==> config.mk <==
export PLATFORM = sky130hd
export DESIGN_NAME = bmlsu_decode
export DESIGN_NICKNAME = d
export VERILOG_FILES = /design/src/sv/bmlsu_pkg.sv /design/src/sv/bmlsu_decode.sv
export SDC_FILE = /design/constraint.sdc
export NUM_CORES = 1
export LEC_CHECK = 0
export BUFFER_PORTS_ARGS = -buffer_cell sky130_fd_sc_hd__buf_2
export CORE_AREA = 3 3 122 124
export DETAILED_ROUTE_END_ITERATION = 7
export DIE_AREA = 0 0 125 127
export PLACE_DENSITY_LB_ADDON = 0.05
export RECOVER_POWER = 50
export SLEW_MARGIN = 5
export SYNTH_ARGS = -nofsm -noshare
export SYNTH_HDL_FRONTEND = slang
export SYNTH_SLANG_ARGS = --single-unit
==> constraint.sdc <==
create_clock -name vclk -period 5.9
set_input_delay 1.475 -clock vclk [all_inputs]
set_output_delay 1.475 -clock vclk [all_outputs]
set_load 0.02 [all_outputs]
==> src/sv/bmlsu_pkg.sv <==
// ----------------------------------------------------------------------------
// bmlsu_pkg - shared types and constants of the byte memory load/store unit
// Status codes, lane count and the per-request control bundle passed from the
// address decoder to the top level.
// ----------------------------------------------------------------------------
package bmlsu_pkg;

    // Default memory size in bytes
    localparam int MEM_BYTES_DEF = 65536;

    // Byte lanes: one bank per byte of the widest access
    localparam int NUM_LANES = 8;
    localparam int LANE_BITS = 3;

    // Request status codes
    localparam logic [1:0] ST_OK       = 2'd0;
    localparam logic [1:0] ST_RANGE    = 2'd1;
    localparam logic [1:0] ST_MISALIGN = 2'd2;

    // Request type codes
    localparam logic REQ_READ  = 1'b0;
    localparam logic REQ_WRITE = 1'b1;

    // Byte mask value
    localparam logic [7:0] BYTE_MASK = 8'hff;

    // Control bundle of one decoded request
    typedef struct packed {
        logic [1:0] status;  // result status
        logic       is_read; // successful read, data comes from the banks
        logic [2:0] lo;      // lane holding the lowest byte
        logic [1:0] size;    // log2 of byte count
    } t_req_ctl;

    // Byte count from the size code
    function automatic logic [3:0] nbytes(input logic [1:0] size);
        nbytes = 4'(4'd1 << size);
    endfunction

endpackage

==> src/sv/bmlsu_decode.sv <==
// ----------------------------------------------------------------------------
// bmlsu_decode - request check and byte lane mapping
// Checks range and alignment, then maps each byte of the access onto its
// bank: row address, write enable and write byte per lane.
// ----------------------------------------------------------------------------
module bmlsu_decode #(
    parameter int MEM_BYTES = bmlsu_pkg::MEM_BYTES_DEF,
    parameter int DEPTH     = (MEM_BYTES + bmlsu_pkg::NUM_LANES - 1) / bmlsu_pkg::NUM_LANES,
    parameter int RW        = (DEPTH > 1) ? $clog2(DEPTH) : 1
) (
    input  logic                 i_req_type,
    input  logic [1:0]           i_access_size,
    input  logic [63:0]          i_address,
    input  logic [63:0]          i_write_value,
    input  logic                 i_align_check,
    output bmlsu_pkg::t_req_ctl  o_ctl,
    output logic                 o_lane_we    [bmlsu_pkg::NUM_LANES],
    output logic [RW-1:0]        o_lane_row   [bmlsu_pkg::NUM_LANES],
    output logic [7:0]           o_lane_wdata [bmlsu_pkg::NUM_LANES]
);

    localparam int          LW    = RW + bmlsu_pkg::LANE_BITS;
    localparam logic [63:0] MEM64 = 64'(MEM_BYTES);

    logic [3:0]  nb;
    logic [2:0]  amask;
    logic [1:0]  status;
    logic        ok_write;
    logic [2:0]  offs [bmlsu_pkg::NUM_LANES];
    logic [LW-1:0] bsum [bmlsu_pkg::NUM_LANES];

    // Check range first, then alignment
    always_comb begin
        nb    = bmlsu_pkg::nbytes(i_access_size);
        amask = 3'(nb - 4'd1);
        if (i_address > (MEM64 - 64'(nb))) begin
            status = bmlsu_pkg::ST_RANGE;
        end else if (i_align_check && ((i_address[2:0] & amask) != 3'd0)) begin
            status = bmlsu_pkg::ST_MISALIGN;
        end else begin
            status = bmlsu_pkg::ST_OK;
        end
        ok_write      = (status == bmlsu_pkg::ST_OK) && (i_req_type == bmlsu_pkg::REQ_WRITE);
        o_ctl.status  = status;
        o_ctl.is_read = (status == bmlsu_pkg::ST_OK) && (i_req_type == bmlsu_pkg::REQ_READ);
        o_ctl.lo      = i_address[2:0];
        o_ctl.size    = i_access_size;
    end

    // Map each lane to its byte offset within the access and its row
    always_comb begin
        for (int b = 0; b < bmlsu_pkg::NUM_LANES; b++) begin
            offs[b]         = 3'(b) - i_address[2:0];
            bsum[b]         = i_address[LW-1:0] + LW'(offs[b]);
            o_lane_row[b]   = bsum[b][LW-1:bmlsu_pkg::LANE_BITS];
            o_lane_we[b]    = ok_write && ({1'b0, offs[b]} < nb);
            o_lane_wdata[b] = i_write_value[{offs[b], 3'b000} +: 8] & bmlsu_pkg::BYTE_MASK;
        end
    end

endmodule

==> results.json <==
{
  "path_delay_family": "simple AND/OR/NAND/NOR gates",
  "critical_path.endpoint_type": "output pin",
  "regArea_um2": 0,
  "overflow": 0,
  "detail-route-antenna-nets": 0,
  "synth_cell_type_count": 52,
  "core_um2": 13900,
  "routed_wl_um": 19100,
  "hold_depth": 2,
  "track_usage_pct": 22.2,
  "die-area_um2": 15900,
  "critPathBufInv": 2,
  "synth_most_common_cell": "nand2_1",
  "period_share_pct": 92.5,
  "syn_inst": 635,
  "cp_max_fo": 13,
  "nClkBuffers": 0,
  "setup_tns_ns": 0,
  "vias_per_cell": 5.30,
  "synthesis.area_um2": 4890,
  "synth_top_area_cell": "mux4_2",
  "drc": 0,
  "synth_fa_ha_area_share_pct": 9.20,
  "setup_viol": 0,
  "cp_slowest_cell": "clkbuf_1",
  "grt_start_max_net_pins": 41,
  "synth_compound_area_share_pct": 5.40,
  "hold_class": "in -> out",
  "io_buffers": 316,
  "synth_commonest_cells": "nand2_1 (195), mux4_2 (64), xor2_1 (56), nor2_1 (52), ha_1 (36)",
  "start_util_pct": 35.3,
  "post_cts_resized": 0,
  "tightest_slew_ns": 1.28,
  "wire_per_inst_um": 17.7,
  "maxCapViolCount": 0,
  "die_w_um": 125,
  "globalplace.congestion": 0.871,
  "drtIter0Drc": 234,
  "synth_mux_area_share_pct": 31.5,
  "post_cts_buffers": 0,
  "grt_pass1_wl_um": 29700,
  "seq_cell_count": 0,
  "powerDensity_nw_per_um2": 114,
  "slew_viol_final": 0,
  "utilization_pct": 45.7,
  "chipHeight_um": 127,
  "status": "completed",
  "synthSimpleGateAreaFrac_pct": 28.9,
  "antenna_cells": 0,
  "clock.fmax_ghz": 0.183,
  "rsz0062_at_grt": "no",
  "finalNonFillerCells": 1084,
  "synth.avg_cell_area_um2": 7.71,
  "antenna_found_initial": 0,
  "peakVddDrop_mv": 0.0612,
  "fillers": 1482,
  "synth_top_area_share_pct": 29.5,
  "synth_xor_area_share_pct": 16.4,
  "vias": 5742,
  "area_growth_pct": 29.5,
  "slew_headroom_pct": 14.7,
  "p_leak_nw": 3.09,
  "dp.cells": 1084,
  "synth_seq_area_share_pct": 0,
  "hold_violations": 0,
  "grt_pass1_vias": 5646,
  "num_rows": 43,
  "layout-drive-gt1-share_pct": 37.1,
  "crit_type": "in -> out",
  "path_cells": "clkbuf_1, and3_1, nand4_1, or2_1, nor3_2, xor2_1, buf_2",
  "synth_warnings": 0,
  "drt_pass1_iterations": 5,
  "required_ns": 4.43,
  "holdBufCountCts": 0,
  "start_kind": "primary input",
  "synth_area_leaders": "mux4_2 (29%), nand2_1 (15%), xor2_1 (10%)",
  "finalCriticalPeriod_ns": 5.46,
  "pin_count": 316,
  "worst-path-stages": 7,
  "arrival_ns": 3.98,
  "detailed_place_hpwl_um": 15300,
  "synth_top_family_by_area": "multiplexers",
  "slowest_delay_ns": 0.57,
  "fin_nets": 1074,
  "power_w": 0.000725
}
==> power by group <==
| part | switching [W] | total [W] | internal (W) |
|---|---|---|---|
| logic | 0.000452 | 0.000725 | 0.000273 |
| clock network | 0 | 0 | 0 |
| registers | 0 | 0 | 0 |
| total | 0.000452 | 0.000725 | 0.000273 |
==> worst paths after layout <==
kind,start,endpoint,slack [ns]
max,i_address[8],o_lane_row[88],0.44
min,i_access_size[0],o_ctl[0],3.29
==> logic make-up after synthesis <==
family                   after synthesis
adder cells (fa/ha/maj)               36
buffers and inverters                 77
AO/OA/AOI/OAI                         39
multiplexers                          73
AND/OR/NAND/NOR                      319
other                                  1
XOR/XNOR                              90
==> placed cells by master (no fill, tap or decap), types with 11 or more instances in the layout <==
master / netlist / layout
xor2_1: 56 / 56
buf_4: 19 / 11
nor2_1: 52 / 52
and3_1: 10 / 11
nor4_1: 15 / 15
mux4_2: 64 / 64
nand2_1: 195 / 195
clkbuf_1: 21 / 79
buf_2: 15 / 239
xnor2_1: 32 / 32
ha_1: 36 / 35
==> layer usage <==
layer	up-vias	part of all wire, %	GRT usage (%)
met5	-	0	0
met4	0	1.3	3.25
met3	18	6.6	2.72
met2	248	51	41.3
met1	2733	41	28.2
li1	2743	-	-
==> cell type report <==
cell class                      count  area [um2]  share of cell area, %
Tap cell                          180         225                   3.55
Inverter                           11        41.3                  0.652
Timing Repair Buffer              330        1580                   24.9
Multi-Input combinational cell    563        4490                   70.9
==> through the flow <==
stage               cell area, um2  setup WS [ns]  hold slack, ns
finish                        6340          0.441            3.29
CTS                           6450          0.623            3.28
global placement              6450          0.666            3.28
floorplan                     4910          0.235            3.06
global route                  6340          0.268            3.31
detailed placement            6450          0.623            3.28
No activity file was read; power rests on OpenSTA's default activity.
